**config.mk**
```make
export PLATFORM = sky130hd
export DESIGN_NAME = gom_ctrl
export DESIGN_NICKNAME = d
export VERILOG_FILES = /design/src/hdl/gom_pkg.sv /design/src/hdl/gom_ctrl.sv
export SDC_FILE = /design/constraint.sdc
export NUM_CORES = 1
export LEC_CHECK = 0
export BUFFER_PORTS_ARGS = -buffer_cell sky130_fd_sc_hd__buf_2
export CORE_AREA = 2 2 39 41
export DETAILED_ROUTE_END_ITERATION = 8
export DIE_AREA = 0 0 41 43
export PLACE_DENSITY = 0.67
export SYNTH_ARGS = -nofsm -noshare
export SYNTH_HDL_FRONTEND = slang
export SYNTH_SLANG_ARGS = --single-unit
export TNS_END_PERCENT = 100
```
**constraint.sdc**
```tcl
create_clock -name clk -period 4.4 [get_ports clk]
set_input_delay 0.22 -clock clk [delete_from_list [all_inputs] [get_ports clk]]
set_output_delay 0.22 -clock clk [all_outputs]
set_load 0.02 [all_outputs]
```
**src/hdl/gom_pkg.sv**
```systemverilog
// Shared types, constants and span arithmetic for the grid occupancy map.
// Used by gom_ctrl, gom_dp, grid_occupancy_map_core and the testbench; depends on nothing.
package gom_pkg;

  // Grid geometry. CELL_SIZE, GRID_COLS and GRID_ROWS must be powers of two.
  localparam int CELL_SIZE = 16;
  localparam int GRID_COLS = 64;
  localparam int GRID_ROWS = 64;
  localparam int CELL_LOG2 = $clog2(CELL_SIZE);
  localparam int NUM_CELLS = GRID_COLS * GRID_ROWS;
  localparam int ADDR_W    = $clog2(NUM_CELLS);
  localparam int COL_W     = $clog2(GRID_COLS);
  localparam int ROW_W     = $clog2(GRID_ROWS);
  localparam int AXIS_W    = (COL_W > ROW_W) ? COL_W : ROW_W;

  // Request field widths.
  localparam int OP_W  = 3;
  localparam int ID_W  = 8;
  localparam int POS_W = 10;
  localparam int OFF_W = 8;
  localparam int LEN_W = 9;
  localparam int IN_W  = 88;
  localparam int OUT_W = 16;

  // Pixel sums (position + offset + length) and the cell indexes they give.
  localparam int SUM_W  = POS_W + 3;
  localparam int CELL_W = SUM_W - CELL_LOG2;

  typedef logic [OP_W-1:0] op_t;
  localparam op_t OP_CLEAR  = 3'd0;
  localparam op_t OP_MARK   = 3'd1;
  localparam op_t OP_MOVE   = 3'd2;
  localparam op_t OP_REMOVE = 3'd3;
  localparam op_t OP_QUERY  = 3'd4;

  typedef enum logic [2:0] {
    ST_INIT,
    ST_IDLE,
    ST_LOAD,
    ST_CLEAR,
    ST_WRITE,
    ST_READ,
    ST_CHECK,
    ST_DONE
  } state_t;

  // One axis of a rectangle in cell units, clamped to the grid.
  typedef struct packed {
    logic [AXIS_W-1:0] lo;
    logic [AXIS_W-1:0] hi;
    logic              raw_empty;
    logic              outside;
    logic              none;
  } axis_t;

  typedef struct packed {
    axis_t x;
    axis_t y;
  } span_t;

  // Commands from the controller to the datapath.
  typedef struct packed {
    logic accept;
    logic load_span;
    logic sel_old;
    logic step;
    logic we;
    logic wr_zero;
    logic clr_sel;
    logic clr_start;
    logic clr_step;
    logic capture;
    logic finish;
  } cmd_t;

  // Status from the datapath to the controller.
  typedef struct packed {
    op_t  op;
    logic id_zero;
    logic span_none;
    logic last_cell;
    logic clr_last;
    logic match;
    logic occupied;
    logic out_free;
  } stat_t;

  // Division by CELL_SIZE that truncates toward zero, as signed integer math does.
  function automatic logic signed [CELL_W-1:0] trunc_div(input logic signed [SUM_W-1:0] v);
    logic signed [SUM_W-1:0] fl;
    logic                    adj;
    fl  = v >>> CELL_LOG2;
    adj = v[SUM_W-1] && (v[CELL_LOG2-1:0] != '0);
    return fl[CELL_W-1:0] + CELL_W'(adj);
  endfunction

  // Cell range of one axis, its clamp to the grid and its flags.
  function automatic axis_t axis_of(input logic signed [SUM_W-1:0] start,
                                    input logic [LEN_W-1:0] len, input int cells);
    logic signed [SUM_W-1:0]  stop;
    logic signed [CELL_W-1:0] c0;
    logic signed [CELL_W-1:0] c1;
    logic signed [CELL_W-1:0] last;
    logic signed [CELL_W-1:0] lo;
    logic signed [CELL_W-1:0] hi;
    axis_t                    a;
    stop = start + $signed({{(SUM_W-LEN_W){1'b0}}, len}) - $signed(SUM_W'(1));
    c0   = trunc_div(start);
    c1   = trunc_div(stop);
    last = $signed(CELL_W'(cells - 1));
    lo   = (c0 < 0) ? '0 : c0;
    hi   = (c1 > last) ? last : c1;
    a.raw_empty = c1 < c0;
    a.outside   = (c0 < 0) || (c1 > last);
    a.none      = (c1 < c0) || (hi < lo);
    a.lo        = lo[AXIS_W-1:0];
    a.hi        = hi[AXIS_W-1:0];
    return a;
  endfunction

  function automatic span_t span_of(input logic signed [SUM_W-1:0] x,
                                    input logic signed [SUM_W-1:0] y,
                                    input logic [LEN_W-1:0] w, input logic [LEN_W-1:0] h);
    span_t s;
    s.x = axis_of(x, w, GRID_COLS);
    s.y = axis_of(y, h, GRID_ROWS);
    return s;
  endfunction

  // A rectangle is clipped when it covers cells and some of them lie off the grid.
  function automatic logic span_clipped(input span_t s);
    return !(s.x.raw_empty || s.y.raw_empty) && (s.x.outside || s.y.outside);
  endfunction

endpackage

```
**src/hdl/gom_ctrl.sv**
```systemverilog
// Controller state machine of the grid occupancy map.
// Depends on gom_pkg; drives gom_dp through gom_pkg::cmd_t and reads gom_pkg::stat_t.
module gom_ctrl (
  input  logic           clk,
  input  logic           rst,
  input  logic           s_tvalid,
  output logic           s_tready,
  input  gom_pkg::stat_t stat,
  output gom_pkg::cmd_t  cmd
);

  gom_pkg::state_t state, state_next;
  logic            second, second_next;
  logic            is_move;
  logic            is_write;

  // State register and move phase flag.
  always_ff @(posedge clk) begin
    if (rst) begin
      state  <= gom_pkg::ST_INIT;
      second <= 1'b0;
    end else begin
      state  <= state_next;
      second <= second_next;
    end
  end

  assign is_move  = (stat.op == gom_pkg::OP_MOVE);
  assign is_write = (stat.op == gom_pkg::OP_MARK) || (is_move && second);

  // Next state and commands.
  always_comb begin
    state_next  = state;
    second_next = second;
    s_tready    = 1'b0;
    cmd         = '0;
    cmd.sel_old = is_move && !second;
    unique case (state)
      gom_pkg::ST_INIT: begin
        cmd.clr_sel  = 1'b1;
        cmd.we       = 1'b1;
        cmd.wr_zero  = 1'b1;
        cmd.clr_step = 1'b1;
        if (stat.clr_last) begin
          state_next = gom_pkg::ST_IDLE;
        end
      end
      gom_pkg::ST_IDLE: begin
        s_tready = 1'b1;
        if (s_tvalid) begin
          cmd.accept    = 1'b1;
          cmd.clr_start = 1'b1;
          second_next   = 1'b0;
          state_next    = gom_pkg::ST_LOAD;
        end
      end
      gom_pkg::ST_LOAD: begin
        cmd.load_span = 1'b1;
        if (stat.op == gom_pkg::OP_CLEAR) begin
          state_next = gom_pkg::ST_CLEAR;
        end else if (stat.op == gom_pkg::OP_QUERY) begin
          state_next = stat.span_none ? gom_pkg::ST_DONE : gom_pkg::ST_READ;
        end else if (stat.op == gom_pkg::OP_MARK || stat.op == gom_pkg::OP_MOVE ||
                     stat.op == gom_pkg::OP_REMOVE) begin
          if (stat.id_zero) begin
            state_next = gom_pkg::ST_DONE;
          end else if (stat.span_none) begin
            // An empty old rectangle moves straight on to marking the new one.
            if (is_move && !second) begin
              second_next = 1'b1;
            end else begin
              state_next = gom_pkg::ST_DONE;
            end
          end else begin
            state_next = is_write ? gom_pkg::ST_WRITE : gom_pkg::ST_READ;
          end
        end else begin
          state_next = gom_pkg::ST_DONE;
        end
      end
      gom_pkg::ST_CLEAR: begin
        cmd.clr_sel  = 1'b1;
        cmd.we       = 1'b1;
        cmd.wr_zero  = 1'b1;
        cmd.clr_step = 1'b1;
        if (stat.clr_last) begin
          state_next = gom_pkg::ST_DONE;
        end
      end
      gom_pkg::ST_WRITE: begin
        cmd.we   = 1'b1;
        cmd.step = 1'b1;
        if (stat.last_cell) begin
          state_next = gom_pkg::ST_DONE;
        end
      end
      gom_pkg::ST_READ: begin
        state_next = gom_pkg::ST_CHECK;
      end
      gom_pkg::ST_CHECK: begin
        if (stat.op == gom_pkg::OP_QUERY) begin
          // The first foreign occupant ends the scan.
          if (stat.occupied) begin
            cmd.capture = 1'b1;
            state_next  = gom_pkg::ST_DONE;
          end else if (stat.last_cell) begin
            state_next = gom_pkg::ST_DONE;
          end else begin
            cmd.step   = 1'b1;
            state_next = gom_pkg::ST_READ;
          end
        end else begin
          // Clear the cell only where this entity owns it.
          cmd.we      = stat.match;
          cmd.wr_zero = 1'b1;
          if (stat.last_cell) begin
            if (is_move) begin
              second_next = 1'b1;
              state_next  = gom_pkg::ST_LOAD;
            end else begin
              state_next = gom_pkg::ST_DONE;
            end
          end else begin
            cmd.step   = 1'b1;
            state_next = gom_pkg::ST_READ;
          end
        end
      end
      gom_pkg::ST_DONE: begin
        if (stat.out_free) begin
          cmd.finish = 1'b1;
          state_next = gom_pkg::ST_IDLE;
        end
      end
      default: begin
        state_next = gom_pkg::ST_IDLE;
      end
    endcase
  end

endmodule

```
==> impl_metrics.csv <==
group,metric,value,unit
timing,tightest_slew,0.531,ns
yosys,avgSynthCellArea,6.43,sq um
pwr,finalPower,0.000347,W
cells_and_area,fin_nets,113,
clocking,cts_hold_buf,0,
pwr,intPower,0.000160,W
cells_and_area,area_delta_synth_final,26.0,%
pwr,p_sw_share,53.8,%
floorplanning,ios,25,
floorplanning,core,1380,sq um
pwr,power_density,556,nW/um^2
critical_path,cp-end-kind,"primary output",
cells_and_area,final_layout_size_suffix_gt1_share,29.6,%
timing,min_period,1.90,ns
drt,via_count,624,
grt,antenna_found_initial,0,
yosys,yosysUniqueCellTypes,33,
grt,track_usage,17.5,%
timing,hold_viol,0,
outcome,status,"finished, final reports clean",
pwr,pwr-share-comb,63.3,%
place,dp_slack,2.59,ns
clocking,cts-root-buf,"clkbuf_4",
drt,routed_wl,1.31,mm
clocking,clock_sinks,4,
pwr,p_leak,0.272,nW
timing,drv_slew,0,
clocking,cts_buffer_depth,2,
drt,drc_errors,0,
floorplanning,die_x,41,microns
place,io_buffer_count,24,
grt,grt_pass1_wl,2.16,mm
drt,via_per_inst,5.47,
critical_path,cp_max_fo,18,
yosys,synth_edf_count,0,
grt,grt_overflow,0,
critical_path,cp.arrival,1.68,ns
clocking,cts_buffers,3,
yosys,syn_inst,77,
clocking,h-tree-depth,1,
pwr,p_switching,0.000186,W
job,cap_violations,0,
clocking,clock_latency,0.23,ns
timing,period_share,43.1,%
yosys,syn_area,495,sq um
grt,grt_max_degree,19,
drt,dr.first_iter.drc_count,9,
place,globalplace.congestion,0.833,
pwr,max-vdd-ir-drop,0.157,mV
timing,finClkSkew,0.00358,ns
critical_path,startpoint_type,"register",
pwr,pwr-share-seq,23.8,%
cells_and_area,instances_no_fill,114,
place,dp_hpwl,1.04,mm
yosys,ys.warnings.count,0,
timing,rsz0062_at_grt,"false",
timing,slew_headroom,64.5,%
yosys,ys_async_sr_fraction,0,%
clocking,post_cts_buffers,0,
critical_path,crit_start,"state[2]",
critical_path,crit_required,4.18,ns
floorplanning,die_h,43,microns
pwr,clkPwrFrac,13.0,%
clocking,clkSlewWorstSetupHoldPaths,0.04,ns
floorplanning,num_rows,14,
floorplanning,die_area,1760,sq um
clocking,cts_resized,0,
yosys,ys_seq_area_share,16.2,%
critical_path,reg2reg_from,"state[2]",
yosys,synth_top_flop_cell,"dfxtp_1",
drt,wl_per_cell,11.5,microns
drt,postRouteAntennaNets,0,
timing,max_freq,0.527,GHz
timing,setup_viol,0,
worst_hold_path,hold_class,"input pin to register",
floorplanning,initial_utilization,35.8,%
yosys,synth_nets,90,
critical_path,crit_type,"register to primary output",
place,dp.cells,111,
grt,grt_pass1_vias,517,
drt,firstDrtPassIters,4,
timing,fin_tns_setup,0,ns
worst_hold_path,hp-start,"rst",
yosys,ys_seq_elements,4,
clocking,cts_tree,"done",
timing,worst_slack,2.50,ns
cells_and_area,diodes,0,
-- worst max-delay path, stage by stage, from the launching register on --
cell	delay, ns
dfxtp_1	0.64
inv_1	0.22
nor3_1	0.22
a21oi_1	0.06
o22ai_1	0.12
buf_2	0.18
-- metrics by stage --
step,utilization [%],area (sq um),hold slack [ns]
2_1_floorplan,-,495,0.289
3_3_place_gp,43.5,602,0.455
3_5_place_dp,43.5,602,0.451
4_1_cts,45.1,624,0.213
5_1_grt,45.1,624,0.227
6_report,45.1,624,0.217
-- layer usage --
layer	wire length, microns	global-route usage, %	share of wire, %	up-vias
met5	0	0	0	-
met4	0	8.00	0	0
met3	72	0	5.5	0
met2	634	25.6	48	20
met1	601	25.6	46	278
li1	-	-	-	326
-- cell type report --
| type | instances | area [sq um] |
|---|---|---|
| clock buffers | 3 | 22.5 |
| fillers | 159 | 759 |
| flip-flops and latches | 4 | 80.1 |
| repair buffers | 24 | 120 |
| multi-input cells | 63 | 367 |
| inverters | 4 | 15.0 |
| well taps | 16 | 20.0 |
-- cells in the mapped netlist, drive strengths merged, types with 2 or more instances --
cell type | count | area (sq um)
nand3 | 2 | 10.0
o21ai | 3 | 15.0
a31oi | 2 | 12.5
dfxtp | 4 | 80.1
nor3 | 7 | 35.0
nor2 | 6 | 22.5
nor3b | 2 | 15.0
inv | 4 | 15.0
nand2 | 11 | 41.3
a21oi | 7 | 35.0
nor2b | 3 | 18.8
o22ai | 2 | 12.5
a211oi | 2 | 20.0
buf | 5 | 30.0
-- final timing paths --
path                                  to  slack, ns  cells past startpoint
worst min-delay path            state[1]       0.22                      2
worst min register to register    second       0.56                      2
worst max-delay path              cmd[5]       2.50                      5
worst max register to register  state[1]       2.59                      5
-- state kept, by name (all words and copies together), names as in the netlist --
register	count
second	1
state	3
-- logic make-up (layout without fill, tap and decap cells) --
group                  Yosys count  in the layout  share of synthesized area [%]
muxes                            1              1                           2.02
DFF                              4              4                           16.2
AOI/OAI and AO/OA               22             22                           29.5
and+or+nand+nor                 40             40                           42.4
buffers and inverters           10             31                           9.85
-- power by group through the flow --
stage          registers (W)  clock network [W]  logic, W
2_1_floorplan      0.0000518                  0  0.000203
3_3_place_gp       0.0000824                  0  0.000218
3_5_place_dp       0.0000823                  0  0.000220
4_1_cts            0.0000816          0.0000458  0.000221
5_1_grt            0.0000880          0.0000480  0.000244
6_report           0.0000825          0.0000450  0.000219
-- layout by cell type (no fill, tap or decap) --
cell type / netlist / final
nand4_1: 1 / 1
a31oi_1: 2 / 2
a211oi_2: 1 / 1
or2_2: 1 / 1
a211oi_1: 1 / 1
o22ai_1: 2 / 2
nor2_1: 6 / 6
and4b_1: 1 / 1
and2_1: 1 / 1
inv_1: 4 / 4
a21oi_1: 7 / 7
nor3b_1: 2 / 2
o21ai_0: 3 / 3
clkbuf_4: 0 / 3
nand2_1: 11 / 11
or3_1: 1 / 1
nor4b_1: 1 / 1
nor4bb_1: 1 / 1
a311o_1: 1 / 1
nand3_1: 2 / 2
nor2b_1: 3 / 3
nor3_1: 7 / 7
nor4_1: 1 / 1
o211ai_1: 1 / 1
dfxtp_1: 4 / 4
buf_2: 3 / 24
o311ai_1: 1 / 1
mux2i_1: 1 / 1
a21o_1: 1 / 1
o41ai_1: 1 / 1
nand3b_1: 1 / 1
a211o_1: 1 / 1
Power figures use the tool's default switching activity.
